File: src/rtl/core/pup_pkg.sv
// ----------------------------------------------------------------------------
// pup_pkg
// Shared constants, types and helpers of the quality-guided phase unwrapper.
// ----------------------------------------------------------------------------
package pup_pkg;

	// Grid limits and fixed field widths.
	localparam int unsigned MAX_ROWS  = 256;
	localparam int unsigned MAX_COLS  = 256;
	localparam int unsigned PIX_W     = 16;
	localparam int unsigned EXT_W     = PIX_W + 1;
	localparam int unsigned DIM_W     = 9;
	localparam int unsigned PH_W      = 16;
	localparam int unsigned Q_W       = 16;
	localparam int unsigned UNW_W     = 40;
	localparam int unsigned X_W       = $clog2(MAX_ROWS);
	localparam int unsigned Y_W       = $clog2(MAX_COLS);
	localparam int unsigned STORE_PIX = 1 << PIX_W;

	// Configuration register indexes.
	localparam logic CFG_ROWS = 1'b0;
	localparam logic CFG_COLS = 1'b1;

	// Operation codes.
	localparam logic OP_LOAD = 1'b0;
	localparam logic OP_READ = 1'b1;

	// Result kinds.
	localparam logic KIND_DATA   = 1'b0;
	localparam logic KIND_NOTICE = 1'b1;

	// Active grid configuration.
	typedef struct packed {
		logic [DIM_W-1:0] rows;
		logic [DIM_W-1:0] cols;
		logic [EXT_W-1:0] n;
	} cfg_t;

	// One stored pixel.
	typedef struct packed {
		logic            missing;
		logic [PH_W-1:0] phase;
		logic [Q_W-1:0]  q;
	} pixel_t;

	// One heap entry: its key, its address and its grid coordinates.
	typedef struct packed {
		logic [Q_W-1:0]   q;
		logic [PIX_W-1:0] pix;
		logic [Y_W-1:0]   y;
		logic [X_W-1:0]   x;
	} hent_t;

	localparam int unsigned PIXEL_W = $bits(pixel_t);
	localparam int unsigned HENT_W  = $bits(hent_t);

	// Clamp a written dimension to the range one up to the limit.
	function automatic logic [DIM_W-1:0] clamp_dim(logic [DIM_W-1:0] v, int unsigned maxv);
		logic [DIM_W-1:0] r;
		r = (v == '0) ? DIM_W'(1) : v;
		if (32'(r) > maxv) begin
			r = DIM_W'(maxv);
		end
		return r;
	endfunction

	// Pixel count of a grid, capped at the store depth.
	function automatic logic [EXT_W-1:0] grid_count(logic [DIM_W-1:0] r, logic [DIM_W-1:0] c);
		logic [2*DIM_W-1:0] p;
		p = r * c;
		if (32'(p) > STORE_PIX) begin
			return EXT_W'(STORE_PIX);
		end
		return EXT_W'(p);
	endfunction

	localparam logic [DIM_W-1:0] RST_ROWS = clamp_dim(DIM_W'(256), MAX_ROWS);
	localparam logic [DIM_W-1:0] RST_COLS = clamp_dim(DIM_W'(256), MAX_COLS);

endpackage

File: src/rtl/core/pup_seq.sv
// ----------------------------------------------------------------------------
// pup_seq
// Sequencer of the unwrapper: loads, reads, clearing, start search, heap
// push and pop through one heap RAM port, and the neighbour walk.
// ----------------------------------------------------------------------------
module pup_seq
	import pup_pkg::*;
(
	input  logic              clk,
	input  logic              arst_n,
	input  cfg_t              cfg,
	input  logic              start,
	output logic              busy,
	input  logic              operation,
	input  logic [PIX_W-1:0]  pixel_index,
	input  logic [PH_W-1:0]   phase_sample,
	input  logic [Q_W-1:0]    quality,
	input  logic              sample_missing,
	input  logic              last_pixel,
	output logic              done,
	output logic [UNW_W-1:0]  unwrapped_phase,
	output logic              reached,
	output logic              result_kind,
	// Pixel store.
	output logic              pix_we,
	output logic [PIX_W-1:0]  pix_waddr,
	output pixel_t            pix_wdata,
	output logic [PIX_W-1:0]  pix_raddr,
	input  pixel_t            pix_rdata,
	// Reached marks.
	output logic              rch_we,
	output logic [PIX_W-1:0]  rch_waddr,
	output logic              rch_wdata,
	output logic [PIX_W-1:0]  rch_raddr,
	input  logic              rch_rdata,
	// Unwrapped values.
	output logic              unw_we,
	output logic [PIX_W-1:0]  unw_waddr,
	output logic [UNW_W-1:0]  unw_wdata,
	output logic [PIX_W-1:0]  unw_raddr,
	input  logic [UNW_W-1:0]  unw_rdata,
	// Heap.
	output logic              hp_we,
	output logic [PIX_W-1:0]  hp_waddr,
	output hent_t             hp_wdata,
	output logic [PIX_W-1:0]  hp_raddr,
	input  hent_t             hp_rdata
);

	localparam logic [4:0] ST_IDLE     = 5'd0;
	localparam logic [4:0] ST_RD       = 5'd1;
	localparam logic [4:0] ST_CLR      = 5'd2;
	localparam logic [4:0] ST_SCAN_RD  = 5'd3;
	localparam logic [4:0] ST_SCAN_EV  = 5'd4;
	localparam logic [4:0] ST_SEED     = 5'd5;
	localparam logic [4:0] ST_PUSH_CHK = 5'd6;
	localparam logic [4:0] ST_PUSH_EV  = 5'd7;
	localparam logic [4:0] ST_NB       = 5'd8;
	localparam logic [4:0] ST_NB_EV    = 5'd9;
	localparam logic [4:0] ST_POP      = 5'd10;
	localparam logic [4:0] ST_POP_T    = 5'd11;
	localparam logic [4:0] ST_POP_L    = 5'd12;
	localparam logic [4:0] ST_SIFT     = 5'd13;
	localparam logic [4:0] ST_SIFT_A   = 5'd14;
	localparam logic [4:0] ST_SIFT_B   = 5'd15;
	localparam logic [4:0] ST_SIFT_C   = 5'd16;
	localparam logic [4:0] ST_HPIX     = 5'd17;
	localparam logic [4:0] ST_HPIX_W   = 5'd18;
	localparam logic [4:0] ST_DONE     = 5'd19;

	localparam logic [2:0] NB_END = 3'd4;

	// Control registers.
	logic [4:0]       state_q;
	logic [PIX_W-1:0] k_q;
	logic [X_W-1:0]   kx_q;
	logic [Y_W-1:0]   ky_q;
	logic             found_q;
	logic [EXT_W-1:0] nunw_q;
	logic [EXT_W-1:0] cnt_q;
	logic [PIX_W-1:0] c_q;
	logic [PIX_W-1:0] r_q;
	logic [PIX_W-1:0] cidx_q;
	logic [2:0]       nb_q;
	logic             done_q;

	// Payload registers.
	hent_t            best_q;
	logic [PH_W-1:0]  best_ph_q;
	logic [PIX_W-1:0] rd_idx_q;
	hent_t            e_q;
	hent_t            top_q;
	hent_t            last_q;
	hent_t            ch_q;
	hent_t            t_q;
	logic [PH_W-1:0]  ph_h_q;
	logic [UNW_W-1:0] unw_h_q;
	logic [UNW_W-1:0] out_unw_q;
	logic             out_rch_q;
	logic             out_kind_q;

	// Derived values.
	logic             accept;
	logic [EXT_W-1:0] k_last;
	logic             better;
	logic [PIX_W-1:0] parent;
	logic [EXT_W-1:0] lchild;
	logic [EXT_W-1:0] rchild;
	logic             nb_ok;
	hent_t            nb_t;
	logic [EXT_W-1:0] h_ext;
	logic [PH_W-1:0]  dphase;
	logic [UNW_W-1:0] unw_next;
	logic             rd_ok;

	assign accept  = start && (state_q == ST_IDLE);
	assign busy    = (state_q != ST_IDLE);
	assign k_last  = cfg.n - EXT_W'(1);
	assign better  = !pix_rdata.missing && (!found_q || (pix_rdata.q > best_q.q));
	assign parent  = (c_q - PIX_W'(1)) >> 1;
	assign lchild  = {r_q, 1'b1};
	assign rchild  = EXT_W'(cidx_q) + EXT_W'(1);
	assign h_ext   = EXT_W'(top_q.pix);
	assign dphase  = pix_rdata.phase - ph_h_q;
	assign unw_next = unw_h_q + {{(UNW_W-PH_W){dphase[PH_W-1]}}, dphase};
	assign rd_ok   = rch_rdata && (EXT_W'(rd_idx_q) < cfg.n) && (EXT_W'(rd_idx_q) < nunw_q);

	// Neighbour of the popped pixel: up, down, left, right.
	always_comb begin
		nb_t  = top_q;
		nb_ok = 1'b0;
		unique case (nb_q)
			3'd0: begin
				nb_ok     = (top_q.x != '0);
				nb_t.pix  = top_q.pix - PIX_W'(1);
				nb_t.x    = top_q.x - X_W'(1);
			end
			3'd1: begin
				nb_ok     = ((EXT_W'(top_q.x) + EXT_W'(1)) < EXT_W'(cfg.rows))
				            && ((h_ext + EXT_W'(1)) < cfg.n);
				nb_t.pix  = top_q.pix + PIX_W'(1);
				nb_t.x    = top_q.x + X_W'(1);
			end
			3'd2: begin
				nb_ok     = (top_q.y != '0);
				nb_t.pix  = top_q.pix - PIX_W'(cfg.rows);
				nb_t.y    = top_q.y - Y_W'(1);
			end
			3'd3: begin
				nb_ok     = ((EXT_W'(top_q.y) + EXT_W'(1)) < EXT_W'(cfg.cols))
				            && ((h_ext + EXT_W'(cfg.rows)) < cfg.n);
				nb_t.pix  = top_q.pix + PIX_W'(cfg.rows);
				nb_t.y    = top_q.y + Y_W'(1);
			end
			default: begin
				nb_ok = 1'b0;
			end
		endcase
	end

	// Memory port steering.
	always_comb begin
		pix_we    = accept && (operation == OP_LOAD);
		pix_waddr = pixel_index;
		pix_wdata = '{missing: sample_missing, phase: phase_sample, q: quality};
		pix_raddr = k_q;
		rch_we    = 1'b0;
		rch_waddr = t_q.pix;
		rch_wdata = 1'b1;
		rch_raddr = pixel_index;
		unw_we    = 1'b0;
		unw_waddr = t_q.pix;
		unw_wdata = unw_next;
		unw_raddr = pixel_index;
		hp_we     = 1'b0;
		hp_waddr  = c_q;
		hp_wdata  = e_q;
		hp_raddr  = parent;
		unique case (state_q)
			ST_CLR: begin
				rch_we    = 1'b1;
				rch_waddr = k_q;
				rch_wdata = 1'b0;
			end
			ST_SEED: begin
				rch_we    = 1'b1;
				rch_waddr = best_q.pix;
				unw_we    = 1'b1;
				unw_waddr = best_q.pix;
				unw_wdata = {{(UNW_W-PH_W){best_ph_q[PH_W-1]}}, best_ph_q};
			end
			ST_PUSH_CHK: begin
				hp_we = (c_q == '0);
			end
			ST_PUSH_EV: begin
				hp_we = 1'b1;
				if (hp_rdata.q < e_q.q) begin
					hp_wdata = hp_rdata;
				end
			end
			ST_NB: begin
				pix_raddr = nb_t.pix;
				rch_raddr = nb_t.pix;
			end
			ST_NB_EV: begin
				rch_we = !rch_rdata && !pix_rdata.missing;
				unw_we = !rch_rdata && !pix_rdata.missing;
			end
			ST_POP: begin
				hp_raddr = '0;
			end
			ST_POP_T: begin
				hp_raddr = PIX_W'(cnt_q - EXT_W'(1));
			end
			ST_SIFT: begin
				hp_raddr = lchild[PIX_W-1:0];
				hp_waddr = r_q;
				hp_wdata = last_q;
				hp_we    = !(lchild < cnt_q);
			end
			ST_SIFT_A: begin
				hp_raddr = rchild[PIX_W-1:0];
			end
			ST_SIFT_C: begin
				hp_we    = 1'b1;
				hp_waddr = r_q;
				hp_wdata = (last_q.q < ch_q.q) ? ch_q : last_q;
			end
			ST_HPIX: begin
				pix_raddr = top_q.pix;
				unw_raddr = top_q.pix;
			end
			default: begin
			end
		endcase
	end

	// State machine and control registers.
	always_ff @(posedge clk or negedge arst_n) begin
		if (!arst_n) begin
			state_q <= ST_IDLE;
			k_q     <= '0;
			kx_q    <= '0;
			ky_q    <= '0;
			found_q <= 1'b0;
			nunw_q  <= '0;
			cnt_q   <= '0;
			c_q     <= '0;
			r_q     <= '0;
			cidx_q  <= '0;
			nb_q    <= NB_END;
			done_q  <= 1'b0;
		end else begin
			done_q <= 1'b0;
			unique case (state_q)
				ST_IDLE: begin
					if (accept) begin
						if (operation == OP_READ) begin
							state_q <= ST_RD;
						end else if (last_pixel) begin
							state_q <= ST_CLR;
							k_q     <= '0;
							nunw_q  <= cfg.n;
						end
					end
				end
				ST_RD: begin
					done_q  <= 1'b1;
					state_q <= ST_IDLE;
				end
				ST_CLR: begin
					if (EXT_W'(k_q) == k_last) begin
						k_q     <= '0;
						kx_q    <= '0;
						ky_q    <= '0;
						found_q <= 1'b0;
						state_q <= ST_SCAN_RD;
					end else begin
						k_q <= k_q + PIX_W'(1);
					end
				end
				ST_SCAN_RD: begin
					state_q <= ST_SCAN_EV;
				end
				ST_SCAN_EV: begin
					if (better) begin
						found_q <= 1'b1;
					end
					if (EXT_W'(k_q) == k_last) begin
						state_q <= (found_q || better) ? ST_SEED : ST_DONE;
					end else begin
						k_q <= k_q + PIX_W'(1);
						if ((EXT_W'(kx_q) + EXT_W'(1)) == EXT_W'(cfg.rows)) begin
							kx_q <= '0;
							ky_q <= ky_q + Y_W'(1);
						end else begin
							kx_q <= kx_q + X_W'(1);
						end
						state_q <= ST_SCAN_RD;
					end
				end
				ST_SEED: begin
					c_q     <= '0;
					cnt_q   <= EXT_W'(1);
					nb_q    <= NB_END;
					state_q <= ST_PUSH_CHK;
				end
				ST_PUSH_CHK: begin
					state_q <= (c_q == '0) ? ST_NB : ST_PUSH_EV;
				end
				ST_PUSH_EV: begin
					if (hp_rdata.q < e_q.q) begin
						c_q     <= parent;
						state_q <= ST_PUSH_CHK;
					end else begin
						state_q <= ST_NB;
					end
				end
				ST_NB: begin
					if (nb_q == NB_END) begin
						state_q <= ST_POP;
					end else if (nb_ok) begin
						state_q <= ST_NB_EV;
					end else begin
						nb_q <= nb_q + 3'd1;
					end
				end
				ST_NB_EV: begin
					nb_q <= nb_q + 3'd1;
					if (!rch_rdata && !pix_rdata.missing) begin
						c_q     <= cnt_q[PIX_W-1:0];
						cnt_q   <= cnt_q + EXT_W'(1);
						state_q <= ST_PUSH_CHK;
					end else begin
						state_q <= ST_NB;
					end
				end
				ST_POP: begin
					state_q <= (cnt_q == '0) ? ST_DONE : ST_POP_T;
				end
				ST_POP_T: begin
					cnt_q   <= cnt_q - EXT_W'(1);
					state_q <= ST_POP_L;
				end
				ST_POP_L: begin
					r_q     <= '0;
					state_q <= (cnt_q == '0) ? ST_HPIX : ST_SIFT;
				end
				ST_SIFT: begin
					cidx_q  <= lchild[PIX_W-1:0];
					state_q <= (lchild < cnt_q) ? ST_SIFT_A : ST_HPIX;
				end
				ST_SIFT_A: begin
					state_q <= (rchild < cnt_q) ? ST_SIFT_B : ST_SIFT_C;
				end
				ST_SIFT_B: begin
					if (ch_q.q < hp_rdata.q) begin
						cidx_q <= rchild[PIX_W-1:0];
					end
					state_q <= ST_SIFT_C;
				end
				ST_SIFT_C: begin
					if (last_q.q < ch_q.q) begin
						r_q     <= cidx_q;
						state_q <= ST_SIFT;
					end else begin
						state_q <= ST_HPIX;
					end
				end
				ST_HPIX: begin
					state_q <= ST_HPIX_W;
				end
				ST_HPIX_W: begin
					nb_q    <= '0;
					state_q <= ST_NB;
				end
				ST_DONE: begin
					done_q  <= 1'b1;
					state_q <= ST_IDLE;
				end
				default: begin
					state_q <= ST_IDLE;
				end
			endcase
		end
	end

	// Payload registers.
	always_ff @(posedge clk) begin
		if (accept) begin
			rd_idx_q <= pixel_index;
		end
		if ((state_q == ST_SCAN_EV) && better) begin
			best_q    <= '{q: pix_rdata.q, pix: k_q, y: ky_q, x: kx_q};
			best_ph_q <= pix_rdata.phase;
		end
		if (state_q == ST_SEED) begin
			e_q <= best_q;
		end
		if (state_q == ST_NB) begin
			t_q <= nb_t;
		end
		if ((state_q == ST_NB_EV) && !rch_rdata && !pix_rdata.missing) begin
			e_q <= '{q: pix_rdata.q, pix: t_q.pix, y: t_q.y, x: t_q.x};
		end
		if (state_q == ST_POP_T) begin
			top_q <= hp_rdata;
		end
		if (state_q == ST_POP_L) begin
			last_q <= hp_rdata;
		end
		if (state_q == ST_SIFT_A) begin
			ch_q <= hp_rdata;
		end
		if ((state_q == ST_SIFT_B) && (ch_q.q < hp_rdata.q)) begin
			ch_q <= hp_rdata;
		end
		if (state_q == ST_HPIX_W) begin
			ph_h_q  <= pix_rdata.phase;
			unw_h_q <= unw_rdata;
		end
		if (state_q == ST_RD) begin
			out_unw_q  <= rd_ok ? unw_rdata : '0;
			out_rch_q  <= rd_ok;
			out_kind_q <= KIND_DATA;
		end
		if (state_q == ST_DONE) begin
			out_unw_q  <= '0;
			out_rch_q  <= found_q;
			out_kind_q <= KIND_NOTICE;
		end
	end

	assign done            = done_q;
	assign unwrapped_phase = out_unw_q;
	assign reached         = out_rch_q;
	assign result_kind     = out_kind_q;

endmodule

File: config.mk
export PLATFORM = sky130hd
export DESIGN_NAME = pup_seq
export DESIGN_NICKNAME = d
export VERILOG_FILES = /design/src/rtl/core/pup_pkg.sv /design/src/rtl/core/pup_seq.sv
export SDC_FILE = /design/constraint.sdc
export NUM_CORES = 1
export LEC_CHECK = 0
export BUFFER_PORTS_ARGS = -buffer_cell sky130_fd_sc_hd__buf_2
export CAP_MARGIN = 40
export CORE_MARGIN = 4
export CORE_UTILIZATION = 50
export CTS_CLUSTER_DIAMETER = 30
export DETAILED_ROUTE_END_ITERATION = 12
export GPL_TIMING_DRIVEN = 0
export PLACE_DENSITY = 0.74
export SYNTH_ARGS = -nofsm -noshare
export SYNTH_HDL_FRONTEND = slang
export SYNTH_SLANG_ARGS = --single-unit
export TNS_END_PERCENT = 50
File: constraint.sdc
create_clock -name clk -period 13.3 [get_ports clk]
set_clock_uncertainty 0.2 [all_clocks]
set_input_delay 0.665 -clock clk [delete_from_list [all_inputs] [get_ports clk]]
set_output_delay 0.665 -clock clk [all_outputs]
set_load 0.02 [all_outputs]
==> impl_results.md, run 1 <==
- Filler cells: between 5k and 6k
- Bufs on Longest Clock Path: 3
- Cell area after layout: slightly above 40000 um^2
- Total grt overflow: 0
- Drt wl/cell: 23.3 um
- LEAKAGE: approximately 18 nW
- CP required: between 10000 and 15000 ps
- Die area: 70800 um^2
- # clock sinks: 510
- Initial antenna violation count: 6
- Final Hold Vio Count: 0
- Fin nets: 4618
- Total Routing Usage GR: 0.321
- Area of the multi-input gates: 17300 um^2
- Critical path arrival: around 6600 ps
- Commonest cells post-synth: 360 x nand2_1, 345 x edfxtp_1, 280 x ha_1, 280 x nor2_1, 233 x o21ai_0
- Slew headroom: 0.380
- Root buffer cell: clkbuf_16
- Post-detailed-placement half-perimeter wirelength: 89600 um
- Die X: roughly 270 um
- Top post-synthesis cells by area: edfxtp_1 31%, ha_1 11%, dfrtp_1 9.2%
- # IOs: approximately 510
- Worst-path clk slew: around 60 ps
- Final Util: 0.630
- Max-cap violations: 0
- Synth Flop Type: edfxtp_1
- Area post-placement: between 30000 and 40000 um^2
- Synthesis Warnings: 0
- Core outline area: 65900 um^2
- Residual DRC count: 0
- Crit path launch type: primary input
- Post-route minimum period: 7430 ps
- Initial Utilization: 0.505
- CP Capture Type: output pin
- Fin crit share: 0.558
- IO Port Bufs: 475
- Syn_nets: around 4k
- Crit-path max FO: 11
- Routed Antenna Nets: 0
- Hold WC Path Type: in -> reg
- CTS Buf Count: between 100 and 150
- Via count: 30.7k
- Largest net degree at the start of global routing: 75
- Post-synthesis sequential area ratio: 0.429
- Number of global-route vias before repair: approximately 30k
- RSZ-0062 raised after global routing: false
- Max Fclk: around 130 MHz
- Reg area: 14300 um^2
- Max Slew Vio Count: 0
- Final WL: 118000 um
- Post-CTS Setup Inserts: 0
- Seq cells post-synth: 510
- Post-synth top area share: 0.311
- CTS tree: done
- Fraction of registers with async set/reset: 0.243
- Pwr Density: 178 nW/um^2
- Area delta synth->final: 24.6%
- Share of cells above drive strength 1: 0.216
- First-pass GRT wire length: 176000 um
- Total number of H-tree levels: 3
- Most frequent cell after synthesis: nand2_1
- Critical path type: in -> out
- Worst-Margin Slew: 930 ps
- Floorplan row count: 94
- Cells after Synth: between 3k and 4k
- Die Y: approximately 270 um
- VDD IR-drop max: 0.000173 V
- Run status: complete, no violations
- Clock latency reported for the late side of the worst-skew pair: 660 ps
- Vias per inst: around 6.0
- Post-synth EDFFs: about 350
- Drt initial violations: 3084
- Mean Syn Cell Area: slightly below 10 um^2
- Synthesized area: 33300 um^2
- Cell variety after synth: 81
- Routability cong.: 1.00
- Final Setup Violations: 0
- TritonRoute pass-1 iters: 7
- Dominant cell type by area after synthesis: edfxtp_1
-- power breakdown --
| part | internal [mW] | switching [mW] |
|---|---|---|
| Combinational | 0.870 | 1.63 |
| Sequential | 1.93 | 0.186 |
| Clock | 1.79 | 0.984 |
-- final timing paths --
check	end	slack, ps	startpoint	depth (start not counted)
min in group asynchronous	nunw_q[3]	460	arst_n	2
max	unw_wdata[36]	5870	pix_rdata[16]	24
min reg2reg	best_q[18]	250	k_q[2]	0
max reg2reg	nb_q[1]	7280	h_ext[0]	23
max in group asynchronous	cnt_q[3]	11600	arst_n	3
min	unw_h_q[11]	30	unw_rdata[11]	1
-- kinds of logic after synthesis --
logic type,share of synthesized area
fa+ha+maj,0.109
mux,0.0306
xor+xnor,0.0537
flops,0.429
compound gates,0.176
simple gates,0.150
buf+inv,0.0521
-- registers in the layout (all words and copies together) (netlist names), 17 cells and up --
signal / count
unw_h_q: 40
nunw_q: 17
e_q: 48
ch_q: 48
last_q: 48
best_q: 48
t_q: 32
unwrapped_phase: 40
cnt_q: 17
-- through the flow --
step | hold slack [ps] | setup TNS, ps | instances | setup slack [ps] | power (mW)
final | 32.3 | 0 | 5088 | 5870 | 7.39
after floorplan | 169 | 0 | 3458 | 523 | 3.66
after global placement | 222 | -433530 | 4797 | -6790 | 4.51
after CTS | 2.16 | 0 | 5083 | 5890 | 7.36
after global routing | 7.88 | 0 | 5084 | 5370 | 7.70
after detailed placement | 238 | 0 | 4825 | 6340 | 4.56
-- critical path: stages --
cell	delay, ps
dlygate4sd3_1	530
buf_2	140
inv_1	50
ha_1	160
nor2b_1	50
o21a_1	180
a311o_1	390
o31a_1	340
a31oi_1	250
a21oi_1	170
xnor2_2	550
ha_1	360
clkbuf_1	200
a2111oi_0	360
o21ai_0	160
o22ai_1	260
and3_1	220
a211oi_1	70
a2111oi_0	600
nor3_1	200
a31oi_1	230
xor2_1	80
o21ai_0	150
buf_2	200
-- cell type report --
class / count / area share
sequential: 510 / 0.344
clock inverter: 88 / 0.0213
inverter: 212 / 0.0192
tap: 864 / 0.0261
clock buffer: 123 / 0.0716
antenna: 5 / 0.000302
timing repair buffer: 550 / 0.0771
multi-input combinational: 2540 / 0.417
buffer: 196 / 0.0227
-- cells in the final DEF (no fill, tap or decap), drive strengths merged, types with 16 or more instances in the layout --
master       netlist  final
nor3              52     52
nor2b             28     28
clkbuf           134    257
clkinvlp           0     20
dlygate4sd3        0     47
edfxtp           345    345
nor2             280    280
a21boi            28     28
a211oi            30     30
ha               280    280
and2              25     25
inv              211    237
nand4             45     45
and3              34     34
o21ai            236    236
dfxtp             41     41
a21o              79     79
a21oi            191    191
a31oi             25     25
xnor2            120    120
buf               62    565
a221o             16     16
mux2              75     75
nand2b            22     22
xor2              84     84
clkinv             1     35
nand3             98     98
or2               54     54
dfrtp            123    123
nand2            360    360
or3               17     17
o21a              52     52
a22o              54     54
nor4              26     26
a221oi            17     17
mux2i             17     17
a222oi            38     38
-- routing by layer --
layer	share of wire	up-vias	track usage
li1	-	13966	-
met1	0.38	14570	0.414
met2	0.45	1838	0.511
met3	0.12	363	0.0883
met4	0.048	8	0.139
met5	0.00052	-	0
-- what timing repair did --
| item | 4_1_cts | 5_1_grt |
|---|---|---|
| hold buffers | 47 | 0 |
| gates resized for setup | 0 | 0 |
| endpoints found under the hold margin | 127 | 0 |
Power figures use the tool's default switching activity.
==> run 2, diff against run 1 <==
- clock period: 13.3 -> 6.57 ns (I/O delays scaled with it)
==> impl_results.md, run 2 (synthesis results as in run 1) <==
- VDD IR-drop max: 0.000286 V (+66%)
- Run status: complete, no violations
- TritonRoute pass-1 iters: 8 (+1)
- Via count: 31.0k (+0.78%)
- Crit-path max cell delay: 390 ps (-210 ps)
- Vias per inst: 5.97 (-1.2%)
- Critical path arrival: 5700 ps (-860 ps)
- Bufs on Longest Clock Path: 3 (unchanged)
- Largest net degree at the start of global routing: 88 (+17%)
- Critical path cell sequence: inv_1, ha_1, nor2b_1, o21a_1, a311o_1, o31a_1, a31oi_2, a21oi_1, xnor2_4, buf_4, ha_1, a21oi_1, a22oi_1, and4_1, o2111a_1, nor3_2, o21bai_1, a21o_1, a31oi_1, xor2_1, o21ai_0, buf_2
- Total number of H-tree levels: 3 (unchanged)
- Clock latency reported for the late side of the worst-skew pair: 680 ps (+20 ps)
- P_sw: 5.72 mW (+100%)
- Total Routing Usage GR: 0.327 (+0.00608)
- Pwr Total: 15.2 mW (+110%)
- TNS Setup: 0 ps (unchanged)
- Fin crit share: 0.948
- CP required: 6040 ps (-6400 ps)
- RSZ-0062 raised after global routing: false
- CP Capture Type: output pin
- Max-cap violations: 0 (unchanged)
- Crit-path max FO: 12 (+1)
- Die Y: 266 um (unchanged)
- Drt wl/cell: 23.2 um (-0.25%)
- Area post-placement: 37100 um^2 (about the same)
- Post-route minimum period: 6230 ps
- CTS tree: done
- Final Util: 0.650 (+0.0199)
- Filler cells: 5224 (-4.2%)
- Logic pwr share: 0.338 (about the same)
- Sw Ratio: 0.377 (-0.00188)
- Hold WC Path Type: in -> async
- Final WL: 121000 um (+1.8%)
- Final Setup Violations: 0 (unchanged)
- Sequential share of power: 0.283 (-0.003)
- Slew headroom: 0.368 (-0.0119)
- Power Internal: 9.47 mW (+110%)
- IO Port Bufs: 475 (unchanged)
- First-pass GRT wire length: 180000 um (+2.4%)
- Max Slew Vio Count: 0 (unchanged)
- Post-detailed-placement half-perimeter wirelength: 89400 um (-0.28%)
- Routed Antenna Nets: 0 (unchanged)
- Fin nets: 4720 (+2.2%)
- Die area: 70800 um^2 (unchanged)
- Residual DRC count: 0 (unchanged)
- Final Hold Vio Count: 0 (unchanged)
- Root buffer cell: clkbuf_16
- # clock sinks: 510 (unchanged)
- Max Fclk: 161 MHz
- Initial antenna violation count: 8 (+2)
- Core outline area: 65900 um^2 (unchanged)
- Routability cong.: 1.01 (+0.81%)
- Most frequent cells in the layout: 478 x buf_2, 358 x nand2_1, 345 x edfxtp_1, 279 x ha_1, 278 x nor2_1
- Floorplan row count: 94 (unchanged)
- Commonest non-fill, non-tap cell in the layout: buf_2
- LEAKAGE: 18.6 nW (+2.8%)
- Total grt overflow: 0 (unchanged)
- Number of global-route vias before repair: 30.5k (+2.0%)
- Drt initial violations: 3359 (+8.9%)
- Share of cells above drive strength 1: 0.213 (-0.00260)
- CTS Buf Count: 111 (unchanged)
- Crit-path slowest cell: a311o_1
- Setup slack, reg-to-reg: 510 ps (-6770 ps)
- Clock power share: 0.379 (+0.003)
- Area delta synth->final: 28.5%
- Critical path type: reg -> out
- Worst-Margin Slew: 948 ps (+17.9 ps)
- Crit path launch type: flop
- Pwr Density: 355 nW/um^2 (+99%)
- Cell area after layout: 42800 um^2 (+3.2%)
- Worst-path clk slew: 50 ps (about the same)
- Initial Utilization: 0.505 (unchanged)
- Die X: 266 um (unchanged)
- # IOs: 509 (unchanged)
run 2: area by class of cell:
cell class,instances,area [um^2],share of cell area
multi-input combinational,2540,17400,0.407
sequential,510,14300,0.334
timing repair buffer,654,4310,0.101
clock buffer,122,2870,0.0671
tap,864,1080,0.0253
clock inverter,90,1060,0.0248
buffer,194,937,0.0219
inverter,212,796,0.0186
antenna,5,12.5,0.000292
run 2: power groups by stage:
stage	Combinational, mW	Sequential (mW)	Clock [mW]
floorplan	3.05	4.36	0
global placement	4.82	4.33	0
detailed placement	4.91	4.32	0
CTS	5.04	4.27	5.78
global route	5.53	4.33	5.97
finish	5.14	4.30	5.75
run 2: worst paths after layout:
| path | startpoint | end | depth (start not counted) |
|---|---|---|---|
| min in group clk | cfg[2] | nunw_q[2] | 3 |
| min | arst_n | nunw_q[1] | 3 |
| max reg2reg | h_ext[0] | nb_q[1] | 23 |
| max in group asynchronous | arst_n | c_q[10] | 3 |
| min reg2reg | k_q[5] | best_q[21] | 0 |
| max | ph_h_q[1] | unw_wdata[38] | 22 |
run 2: stage by stage:
stage               hold WS, ps  worst slack (ps)  std cells
global placement            224             -2480       4797
finish                     34.4               341       5191
CTS                        17.0              9.01       5187
detailed placement         83.2               203       4819
global route               36.2              5.62       5190
floorplan                  -167               280       3458
run 2: repair_timing:
item / in CTS / in global routing
resized for setup: 6 / 21
endpoints found under the hold margin: 430 / 0
pin swaps: 1 / 3
setup buffers: 1 / 1
hold buffers: 155 / 0
setup endpoints to repair: 10 / 20
run 2: critical path, delay by kind of cell (launching register included):
family / cells / cell delay [ps]
AO/OA/AOI/OAI: 12 / 2550
AND/OR/NAND/NOR: 3 / 650
flip-flops: 1 / 360
XOR/XNOR: 2 / 350
buffers and inverters: 3 / 510
adder cells (fa/ha/maj): 2 / 580
run 2: per-layer routing:
| layer | routed length [um] | up-vias | global-route usage |
|---|---|---|---|
| met5 | 39 | - | 0 |
| met4 | 5330 | 6 | 0.137 |
| met3 | 13000 | 305 | 0.0886 |
| met2 | 55100 | 1704 | 0.522 |
| met1 | 47000 | 14815 | 0.424 |
| li1 | - | 14154 | - |
